<file path="config.mk">
export PLATFORM = sky130hd
export DESIGN_NAME = servo_pair_decimal_command_parser_core_flat
export DESIGN_NICKNAME = d
export VERILOG_FILES = /design/src/sv/spdc_pkg.sv /design/src/sv/spdc_if.sv /design/src/sv/spdc_line_check.sv /design/src/sv/servo_pair_decimal_command_parser_core.sv /design/src/flat_wrapper.sv
export SDC_FILE = /design/constraint.sdc
export NUM_CORES = 1
export LEC_CHECK = 0
export BUFFER_PORTS_ARGS = -buffer_cell sky130_fd_sc_hd__buf_2
export CAP_MARGIN = 20
export CELL_PAD_IN_SITES_DETAIL_PLACEMENT = 0
export CELL_PAD_IN_SITES_GLOBAL_PLACEMENT = 2
export CORE_MARGIN = 3
export CORE_UTILIZATION = 41
export DETAILED_ROUTE_END_ITERATION = 10
export PLACE_DENSITY_LB_ADDON = 0.1
export SLEW_MARGIN = 20
export SYNTH_ARGS = -nofsm -noshare
export SYNTH_HDL_FRONTEND = slang
export SYNTH_HIERARCHICAL = 1
export SYNTH_SLANG_ARGS = --single-unit
</file>
<file path="constraint.sdc">
create_clock -name clk -period 5.66 [get_ports clk]
set_input_delay 1.132 -clock clk [delete_from_list [all_inputs] [get_ports clk]]
set_output_delay 1.132 -clock clk [all_outputs]
set_load 0.1 [all_outputs]
</file>
<file path="src/sv/spdc_pkg.sv">
// ----------------------------------------------------------------------------
// spdc_pkg
// Shared constants, event codes and types for the two-axis servo command
// parser.
// ----------------------------------------------------------------------------
package spdc_pkg;

  localparam int unsigned CharW   = 8;
  localparam int unsigned DutyW   = 7;
  localparam int unsigned CountW  = 3;
  localparam int unsigned DigitsN = 3;

  localparam logic [CharW-1:0]  CharCr    = 8'd13;
  localparam logic [CharW-1:0]  CharZero  = 8'h30;
  localparam logic [DutyW-1:0]  DutyMin   = 7'd63;
  localparam logic [DutyW-1:0]  DutyMax   = 7'd125;
  localparam logic [DutyW-1:0]  DutyReset = 7'd94;
  localparam logic [CountW-1:0] CountSat  = 3'd4;
  localparam logic [CountW-1:0] CountKeep = 3'd3;

  typedef enum logic [1:0] {
    EV_NONE    = 2'd0,
    EV_REJECT  = 2'd1,
    EV_X_TAKEN = 2'd2,
    EV_APPLIED = 2'd3
  } event_t;

  typedef logic [DigitsN-1:0][CharW-1:0] digits_t;

  // Verdict on one finished line.
  typedef struct packed {
    logic             ok;
    logic [DutyW-1:0] value;
  } chk_res_t;

endpackage

</file>
<file path="src/sv/spdc_if.sv">
// ----------------------------------------------------------------------------
// spdc_if
// Valid/ready channels: received bytes in, one result per byte out.
// ----------------------------------------------------------------------------
interface spdc_in_if;
  logic                        valid;
  logic                        ready;
  logic [spdc_pkg::CharW-1:0]  rx_byte;

  modport source (output valid, output rx_byte, input ready);
  modport sink   (input valid, input rx_byte, output ready);
endinterface

interface spdc_out_if;
  logic                        valid;
  logic                        ready;
  logic [spdc_pkg::CharW-1:0]  echo_byte;
  logic [1:0]                  event_res;
  logic                        axis_next;
  logic [spdc_pkg::DutyW-1:0]  duty_x;
  logic [spdc_pkg::DutyW-1:0]  duty_y;

  modport source (output valid, output echo_byte, output event_res, output axis_next,
                  output duty_x, output duty_y, input ready);
  modport sink   (input valid, input echo_byte, input event_res, input axis_next,
                  input duty_x, input duty_y, output ready);
endinterface

</file>
<file path="src/sv/spdc_line_check.sv">
// ----------------------------------------------------------------------------
// spdc_line_check
// Checks the kept characters of a finished line and forms its decimal value.
// ----------------------------------------------------------------------------
module spdc_line_check (
  input  logic [spdc_pkg::CountW-1:0] char_count,
  input  spdc_pkg::digits_t           digits,
  output spdc_pkg::chk_res_t          res
);

  logic       ok2, ok3;
  logic [6:0] val2;
  logic [7:0] val3;
  logic [7:0] val;
  logic       fmt_ok;
  logic [3:0] n0, n1, n2;

  function automatic logic in_rng(input logic [7:0] c, input logic [3:0] lo,
                                  input logic [3:0] hi);
    in_rng = (c >= (spdc_pkg::CharZero + {4'd0, lo})) &&
             (c <= (spdc_pkg::CharZero + {4'd0, hi}));
  endfunction

  always_comb begin
    n0 = digits[0][3:0];
    n1 = digits[1][3:0];
    n2 = digits[2][3:0];

    ok2 = in_rng(digits[0], 4'd6, 4'd9) && in_rng(digits[1], 4'd0, 4'd9);
    ok3 = in_rng(digits[0], 4'd0, 4'd1) && in_rng(digits[1], 4'd0, 4'd2) &&
          in_rng(digits[2], 4'd0, 4'd9);

    val2 = 7'({3'd0, n0} * 7'd10) + {3'd0, n1};
    val3 = 8'({4'd0, n0} * 8'd100) + 8'({4'd0, n1} * 8'd10) + {4'd0, n2};

    fmt_ok = 1'b0;
    val    = '0;
    case (char_count)
      3'd2: begin
        fmt_ok = ok2;
        val    = {1'b0, val2};
      end
      3'd3: begin
        fmt_ok = ok3;
        val    = val3;
      end
      default: begin
        fmt_ok = 1'b0;
        val    = '0;
      end
    endcase

    res.ok    = fmt_ok && (val >= {1'b0, spdc_pkg::DutyMin}) &&
                (val <= {1'b0, spdc_pkg::DutyMax});
    res.value = val[6:0];
  end

endmodule

</file>
<file path="src/sv/servo_pair_decimal_command_parser_core.sv">
// ----------------------------------------------------------------------------
// servo_pair_decimal_command_parser_core
// Two-axis servo command parser: echoes every byte, collects decimal lines,
// takes x then y, and applies both duty values together.
// ----------------------------------------------------------------------------
//
//  channel | dir | payload                                        | transfer when
//  --------+-----+------------------------------------------------+-------------------
//  in_ch   | in  | rx_byte[7:0]                                   | valid && ready
//  out_ch  | out | echo_byte, event_res, axis_next, duty_x/duty_y | valid && ready
//
//  One result per byte, one byte per cycle sustained while the output is not
//  stalled. Each byte passes the input register, then the parse step feeding
//  the output register. The parse step is the only place line state changes,
//  so bytes are handled strictly in order, one at a time.
//  Reset (rst_n low, synchronous) empties both registers, clears the line
//  count, selects axis x and sets both duty values to 94.
//  A stalled output holds its result; the input register keeps accepting as
//  long as its byte can move on in the same cycle.
//
module servo_pair_decimal_command_parser_core (
  input  logic              clk,
  input  logic              rst_n,
  spdc_in_if.sink           in_ch,
  spdc_out_if.source        out_ch
);

  // Input register
  logic                        in_vld_r;
  logic [spdc_pkg::CharW-1:0]  in_byte_r;

  // Line and axis state
  logic [spdc_pkg::CountW-1:0] count_r, count_nxt;
  spdc_pkg::digits_t           digits_r;
  logic                        axis_r, axis_nxt;
  logic [spdc_pkg::DutyW-1:0]  pend_x_r;
  logic [spdc_pkg::DutyW-1:0]  duty_x_r, duty_x_nxt;
  logic [spdc_pkg::DutyW-1:0]  duty_y_r, duty_y_nxt;

  // Output register
  logic                        out_vld_r;
  logic [spdc_pkg::CharW-1:0]  out_byte_r;
  spdc_pkg::event_t            out_ev_r, ev_nxt;
  logic                        out_axis_r;
  logic [spdc_pkg::DutyW-1:0]  out_dx_r, out_dy_r;

  logic                        advance;
  logic                        is_cr;
  logic                        store_en;
  logic                        take_x;
  spdc_pkg::chk_res_t          chk;

  // Move the held byte through the parse step when the output slot is free
  // or is being emptied this cycle.
  assign advance     = in_vld_r && (!out_vld_r || out_ch.ready);
  assign in_ch.ready = !in_vld_r || advance;

  spdc_line_check u_check (
    .char_count (count_r),
    .digits     (digits_r),
    .res        (chk)
  );

  always_comb begin
    is_cr      = (in_byte_r == spdc_pkg::CharCr);
    count_nxt  = count_r;
    axis_nxt   = axis_r;
    duty_x_nxt = duty_x_r;
    duty_y_nxt = duty_y_r;
    ev_nxt     = spdc_pkg::EV_NONE;
    store_en   = 1'b0;
    take_x     = 1'b0;

    if (is_cr) begin
      // Empty line: echo only.
      if (count_r != '0) begin
        count_nxt = '0;
        if (!chk.ok) begin
          ev_nxt = spdc_pkg::EV_REJECT;
        end else if (!axis_r) begin
          take_x   = 1'b1;
          axis_nxt = 1'b1;
          ev_nxt   = spdc_pkg::EV_X_TAKEN;
        end else begin
          duty_x_nxt = pend_x_r;
          duty_y_nxt = chk.value;
          axis_nxt   = 1'b0;
          ev_nxt     = spdc_pkg::EV_APPLIED;
        end
      end
    end else begin
      // Keep the first three characters; saturate the count past them.
      store_en = (count_r < spdc_pkg::CountKeep);
      if (count_r < spdc_pkg::CountSat) begin
        count_nxt = count_r + 3'd1;
      end
    end
  end

  // Control state
  always_ff @(posedge clk) begin
    if (!rst_n) begin
      in_vld_r  <= 1'b0;
      out_vld_r <= 1'b0;
      count_r   <= '0;
      axis_r    <= 1'b0;
      duty_x_r  <= spdc_pkg::DutyReset;
      duty_y_r  <= spdc_pkg::DutyReset;
    end else begin
      if (in_ch.ready) begin
        in_vld_r <= in_ch.valid;
      end
      if (advance) begin
        out_vld_r <= 1'b1;
        count_r   <= count_nxt;
        axis_r    <= axis_nxt;
        duty_x_r  <= duty_x_nxt;
        duty_y_r  <= duty_y_nxt;
      end else if (out_ch.ready) begin
        out_vld_r <= 1'b0;
      end
    end
  end

  // Payload registers
  always_ff @(posedge clk) begin
    if (in_ch.valid && in_ch.ready) begin
      in_byte_r <= in_ch.rx_byte;
    end
    if (advance) begin
      if (store_en) begin
        digits_r[count_r[1:0]] <= in_byte_r;
      end
      if (take_x) begin
        pend_x_r <= chk.value;
      end
      out_byte_r <= in_byte_r;
      out_ev_r   <= ev_nxt;
      out_axis_r <= axis_nxt;
      out_dx_r   <= duty_x_nxt;
      out_dy_r   <= duty_y_nxt;
    end
  end

  assign out_ch.valid     = out_vld_r;
  assign out_ch.echo_byte = out_byte_r;
  assign out_ch.event_res = out_ev_r;
  assign out_ch.axis_next = out_axis_r;
  assign out_ch.duty_x    = out_dx_r;
  assign out_ch.duty_y    = out_dy_r;

endmodule

</file>
<file path="src/flat_wrapper.sv">
// flat-port wrapper written by rule: the top's interface ports become plain ports
module servo_pair_decimal_command_parser_core_flat 
  (clk, rst_n, in_ch_valid, in_ch_rx_byte, in_ch_ready, out_ch_valid, out_ch_echo_byte, out_ch_event_res, out_ch_axis_next, out_ch_duty_x, out_ch_duty_y, out_ch_ready);
  spdc_in_if in_ch_i ();
  spdc_out_if out_ch_i ();
  input  logic clk;
  input  logic rst_n;
  input wire logic [$bits(in_ch_i.valid)-1:0] in_ch_valid;
  input wire logic [$bits(in_ch_i.rx_byte)-1:0] in_ch_rx_byte;
  output wire logic [$bits(in_ch_i.ready)-1:0] in_ch_ready;
  output wire logic [$bits(out_ch_i.valid)-1:0] out_ch_valid;
  output wire logic [$bits(out_ch_i.echo_byte)-1:0] out_ch_echo_byte;
  output wire logic [$bits(out_ch_i.event_res)-1:0] out_ch_event_res;
  output wire logic [$bits(out_ch_i.axis_next)-1:0] out_ch_axis_next;
  output wire logic [$bits(out_ch_i.duty_x)-1:0] out_ch_duty_x;
  output wire logic [$bits(out_ch_i.duty_y)-1:0] out_ch_duty_y;
  input wire logic [$bits(out_ch_i.ready)-1:0] out_ch_ready;
  assign in_ch_i.valid = in_ch_valid;
  assign in_ch_i.rx_byte = in_ch_rx_byte;
  assign in_ch_ready = in_ch_i.ready;
  assign out_ch_valid = out_ch_i.valid;
  assign out_ch_echo_byte = out_ch_i.echo_byte;
  assign out_ch_event_res = out_ch_i.event_res;
  assign out_ch_axis_next = out_ch_i.axis_next;
  assign out_ch_duty_x = out_ch_i.duty_x;
  assign out_ch_duty_y = out_ch_i.duty_y;
  assign out_ch_i.ready = out_ch_ready;
  servo_pair_decimal_command_parser_core u_core (.clk(clk), .rst_n(rst_n), .in_ch(in_ch_i), .out_ch(out_ch_i));
endmodule
</file>
* Yosys cells after proc, flatten, opt, wreduce, memory -nomap -nowiden
Cells that the tools add are included.
** Word-level totals
- Bits in registers :: 84
- Input port bits :: 12
- Output and inout port bits :: 27
- Word-level logic and storage cells :: 96
** Operators by class
- Add/subtract/negate cells :: 4
- Multipliers :: 3
- Order comparisons :: 15
- Equal/unequal tests :: 4
- Multiplexer cells :: 28
- Reduce and logical (&&, ||, !) cells :: 25
** Operators with widths (number)
- $mux 7 :: 8
- $ge 8x6->1 const B :: 5
- $le 8x6->1 const B :: 5
- $bwmux 24 :: 1
- $demux 8 s2 :: 1
- $pmux 8 s2 :: 1
- $logic_and 1x1->1 :: 13
- $mux 1 :: 12
- $mux 3 :: 3
- $add 8x4->8 :: 1
- $add 8x8->8 :: 1
- $eq 8x4->1 const B :: 1
- $le 8x7->1 const B :: 1
- $mux 8 :: 1
- $add 7x4->7 :: 1
- $mul 4x3->7 const B :: 1
- $eq 3x2->1 const B :: 2
- $mul 4x3->6 const B :: 1
- $mul 4x5->6 const B :: 1
- $reduce_and 2->1 :: 3
- $reduce_and 3->1 :: 2
- $reduce_bool 2->1 :: 2
- $add 3x1->3 const B :: 1
- $lt 2x3->1 const B :: 1
- other kinds (8) :: 10

* Depth between registers and ports, before layout
- Depth in word-level cells :: 11
- Depth in mapped cells :: 17
- Gate-level depth less buffers :: 15

* By module
Netlist, hierarchy kept.
** Modules (own cells, without submodules)
- servo_pair_decimal_command_parser_core :: instances 1, cells each 204, area an instance 3128.0 um2, sequential area each 2322.2 um2
- spdc_line_check :: instances 1, cells each 112, area an instance 950.9 um2, sequential area each 0.0 um2

* Least setup slack after synthesis
Ideal clock, no wire load.
- Path type :: reg2reg
- From :: register u_core/digits_r[11] (netlist bit)
- To :: register u_core.out_dx_r, in the netlist u_core/out_ch.duty_x[0] (data pin)
- Setup time :: 260 ps
- Arrival :: 4293 ps
- Required time :: 5400 ps
- Slack :: 1107 ps
- Cell stages (with the launch flop) :: 17
- Path buffers :: 1
- Clock period less this slack :: 4553 ps
- Cell sequence :: edfxtp_1 -> ha_1 -> ha_1 -> inv_1 -> fa_1 -> inv_1 -> ha_1 -> ha_1 -> o21a_1 -> nor3_1 -> o32ai_1 -> or4b_1 -> a221oi_2 -> nand3_1 -> nor2_1 -> buf_4 -> mux2_2
** RTL lines
- start, declared :: RTL line servo_pair_decimal_command_parser_core.sv:34 : spdc_pkg::digits_t digits_r;
- start signal, assigned by index :: RTL line servo_pair_decimal_command_parser_core.sv:132 : digits_r[count_r[1:0]] <= in_byte_r;
- end signal, assigned :: RTL line servo_pair_decimal_command_parser_core.sv:140 : out_dx_r <= duty_x_nxt;
- end, declared :: RTL line servo_pair_decimal_command_parser_core.sv:45 : logic [spdc_pkg::DutyW-1:0] out_dx_r, out_dy_r;

==> impl_metrics.tcl <==
set metrics [dict create \
    status "completed" \
    ys_seq_area_share_pct 56.9 \
    cts_max_level 3 \
    netlist_top_cells_area "edfxtp_1 47%, dfxtp_1 9.8%, ha_1 9.5%, mux2_2 4.1%, nand3_1 3.6%" \
    drive_gt1_share_pct 22.1 \
    cts_resized 0 \
    clk_latency_ns 0.34 \
    placed_cell_area_um2 4410 \
    grt.overflow.total 0 \
    hpwlAfterDp_um 5970 \
    final_cell_mix "64 x edfxtp_1, 38 x buf_2, 31 x ha_1" \
    synth-edff-count 64 \
    relSlewSlack_pct 36.7 \
    r2r_end "u_core/out_ch.duty_y[0]" \
    yosysTopAreaCell "edfxtp_1" \
    grt_max_degree 30 \
    gp_congestion 0.740 \
    cp-end-kind "register" \
    setup_violations 0 \
    synthesis.nets 365 \
    required_ns 5.75 \
    clockBufferDepth 2 \
    cp.arrival_ns 4.98 \
    vias_per_cell 5.14 \
    worst_hold_path.endpoint "u_core/duty_x_r[0]" \
    cpPeakStageDelay_ns 0.49 \
    finClkSkew_ns 0.0150 \
    fin_cells 495 \
    die_h_um 106 \
    async_reset_ff_share_pct 0 \
    critical_path_class "reg2reg" \
    dr.pass1.iters 4 \
    dp.cells 479 \
    antenna_cells 0 \
    route.vias.total 2544 \
    post_synth_num_cell_types 50 \
    rows 35 \
    synthCells 316 \
    ys_seq_elements 84 \
    cts-root-buf "clkbuf_8" \
    die_area_um2 11200 \
    hold_path_startpoint "u_core/duty_x_r[0]" \
    cp_cell_sequence "ha_1 -> ha_1 -> inv_1 -> fa_1 -> inv_1 -> ha_1 -> ha_1 -> o21a_1 -> o21a_1 -> o32ai_1 -> o21ai_0 -> a221oi_2 -> nand3_1 -> buf_4 -> nor2_1 -> buf_4 -> mux2_2" \
    cap_violations 0 \
    drc_errors 0 \
    p_per_area_nw_per_um2 274 \
    worstHoldPathCells 2 \
    crit_path_start_kind "register" \
    grtUsageTotal_pct 15.8 \
    crit_fanout 15 \
    core_um2 9460 \
    mostFrequentLayoutCell "edfxtp_1" \
    rrSetupSlack_ns 0.77 \
    fin_tns_setup_ns 0 \
    area_delta_synth_final_pct 13.0 \
    ant_nets 0 \
    min_period_over_period_pct 86.4 \
    synth_warnings 6 \
    ctsHoldBuffers 0 \
    synth_flop_cell "edfxtp_1" \
    hold_viol 0 \
    critPathSlowestCell "edfxtp_1" \
    clock.fmax_mhz 204 \
    leakage_nw 1.63 \
    drt_iter0_markers 87 \
    final_util_pct 48.7 \
    period_needed_ns 4.89 \
    port_buffers 38 \
    netlist_area_um2 4080 \
    grt_pass1_wl_um 13700 \
    ios 39 \
    cts_tree "yes" \
    post_cts_buffers 0 \
    syn_avg_cell_area_um2 12.9 \
    synth_top_area_share_pct 47.1 \
    wl_per_cell_um 16.7 \
    fin_nets 410 \
    worstHoldPathType "reg2reg" \
    initial_core_util_pct 43.1 \
    cts.clk_slew.worst_paths_ns 0.09 \
    drv_slew 0 \
    clock-sinks 84 \
    r2r_cells 17 \
    r2r-start "u_core/digits_r[11]" \
    rsz0062_at_grt "false" \
    fillers 891 \
    wl_um 8280 \
    numCtsBuffers 9 \
    grt_pass1_vias 2621 \
    critPathMostFrequentCell "ha_1" \
    ir_drop_mv 0.159 \
    dieWidth_um 106 \
    tightest_slew_ns 0.943 \
    final_design_area_no_fill_um2 4610 \
    antenna_found_initial 0 \
]
synthesized netlist by cell type, types with 5 or more instances:
cell type  count
fa_1           6
nand2_1       12
nand4_1        5
mux2_2        15
nand3_1       29
nor2_1         8
nor3_1         5
dfxtp_1       20
a21oi_1       15
ha_1          31
xnor2_1        9
o21ai_0       20
clkbuf_1       5
edfxtp_1      64
inv_1         19
metrics by stage:
stage | total power [W] | hold WS (ns) | worst slack, ns
floorplan | 0.000809 | 0.447 | 1.11
global placement | 0.000846 | 0.462 | 0.879
detailed placement | 0.000847 | 0.464 | 0.721
CTS | 0.00128 | 0.478 | 0.702
global route | 0.00133 | 0.499 | 0.398
finish | 0.00127 | 0.478 | 0.769
where the power goes:
part	total, W	switching (W)	internal [W]
Combinational	0.000140	0.0000959	0.0000441
Clock	0.000433	0.000224	0.000209
Sequential	0.000692	0.0000143	0.000677
critical path, delay by kind of cell, from the launching register on:
| kind | cells | cell delay (ns) |
|---|---|---|
| mux | 1 | 0.37 |
| simple gates | 2 | 0.23 |
| buf+inv | 4 | 0.54 |
| fa+ha+maj | 5 | 1.58 |
| compound gates | 5 | 1.42 |
| flops | 1 | 0.49 |
worst max-delay path by stage:
stage	start	to	depth (start not counted)
finish	u_core/digits_r[11]	u_core/out_ch.duty_y[0]	17
global route	u_core/digits_r[9]	u_core/out_ch.duty_y[0]	17
CTS	u_core/digits_r[11]	u_core/out_ch.duty_y[0]	17
detailed placement	u_core/digits_r[11]	u_core/out_ch.duty_y[0]	17
global placement	u_core/digits_r[9]	u_core/out_ch.duty_x[6]	17
floorplan	u_core/digits_r[11]	u_core/out_ch.duty_x[0]	16
cells by family after synthesis:
group | after synthesis | share of synthesized area (%)
fa+ha+maj | 37 | 12.5
simple gates | 86 | 12.6
flops | 84 | 56.9
compound gates | 54 | 8.28
buf+inv | 28 | 3.04
mux | 15 | 4.14
xor+xnor | 12 | 2.58
layout make-up:
class	instances	area, µm²	share of cell area (%)
flip-flops and latches	84	2320	50.4
multi-input cells	204	1630	35.4
clock buffers	10	128	2.77
well taps	129	161	3.50
inverters	20	75.1	1.63
repair buffers	42	220	4.78
clock inverters	6	70.1	1.52
sequential cells by signal (all words and copies together) (netlist names):
name and count:
u_core/out_ch.valid 1, u_core/duty_y_r 7, u_core/in_byte_r 8, u_core/out_ch.event_res 2
u_core/out_ch.duty_x 7, u_core/out_ch.axis_next 1, u_core/out_ch.echo_byte 8, u_core/duty_x_r 7
u_core/pend_x_r 7, u_core/out_ch.duty_y 7, u_core/digits_r 24, u_core/in_vld_r 1
u_core/axis_r 1, u_core/count_r 3
metal layers:
metal	vias up	part of all wire, %	wire (µm)	GRT usage, %
li1	1272	-	-	-
met1	1224	48	3950	21.7
met2	43	48	3990	25.6
met3	5	3.2	265	3.74
met4	0	0.80	66	3.61
met5	-	0	0	0
Power figures use the tool's default switching activity.
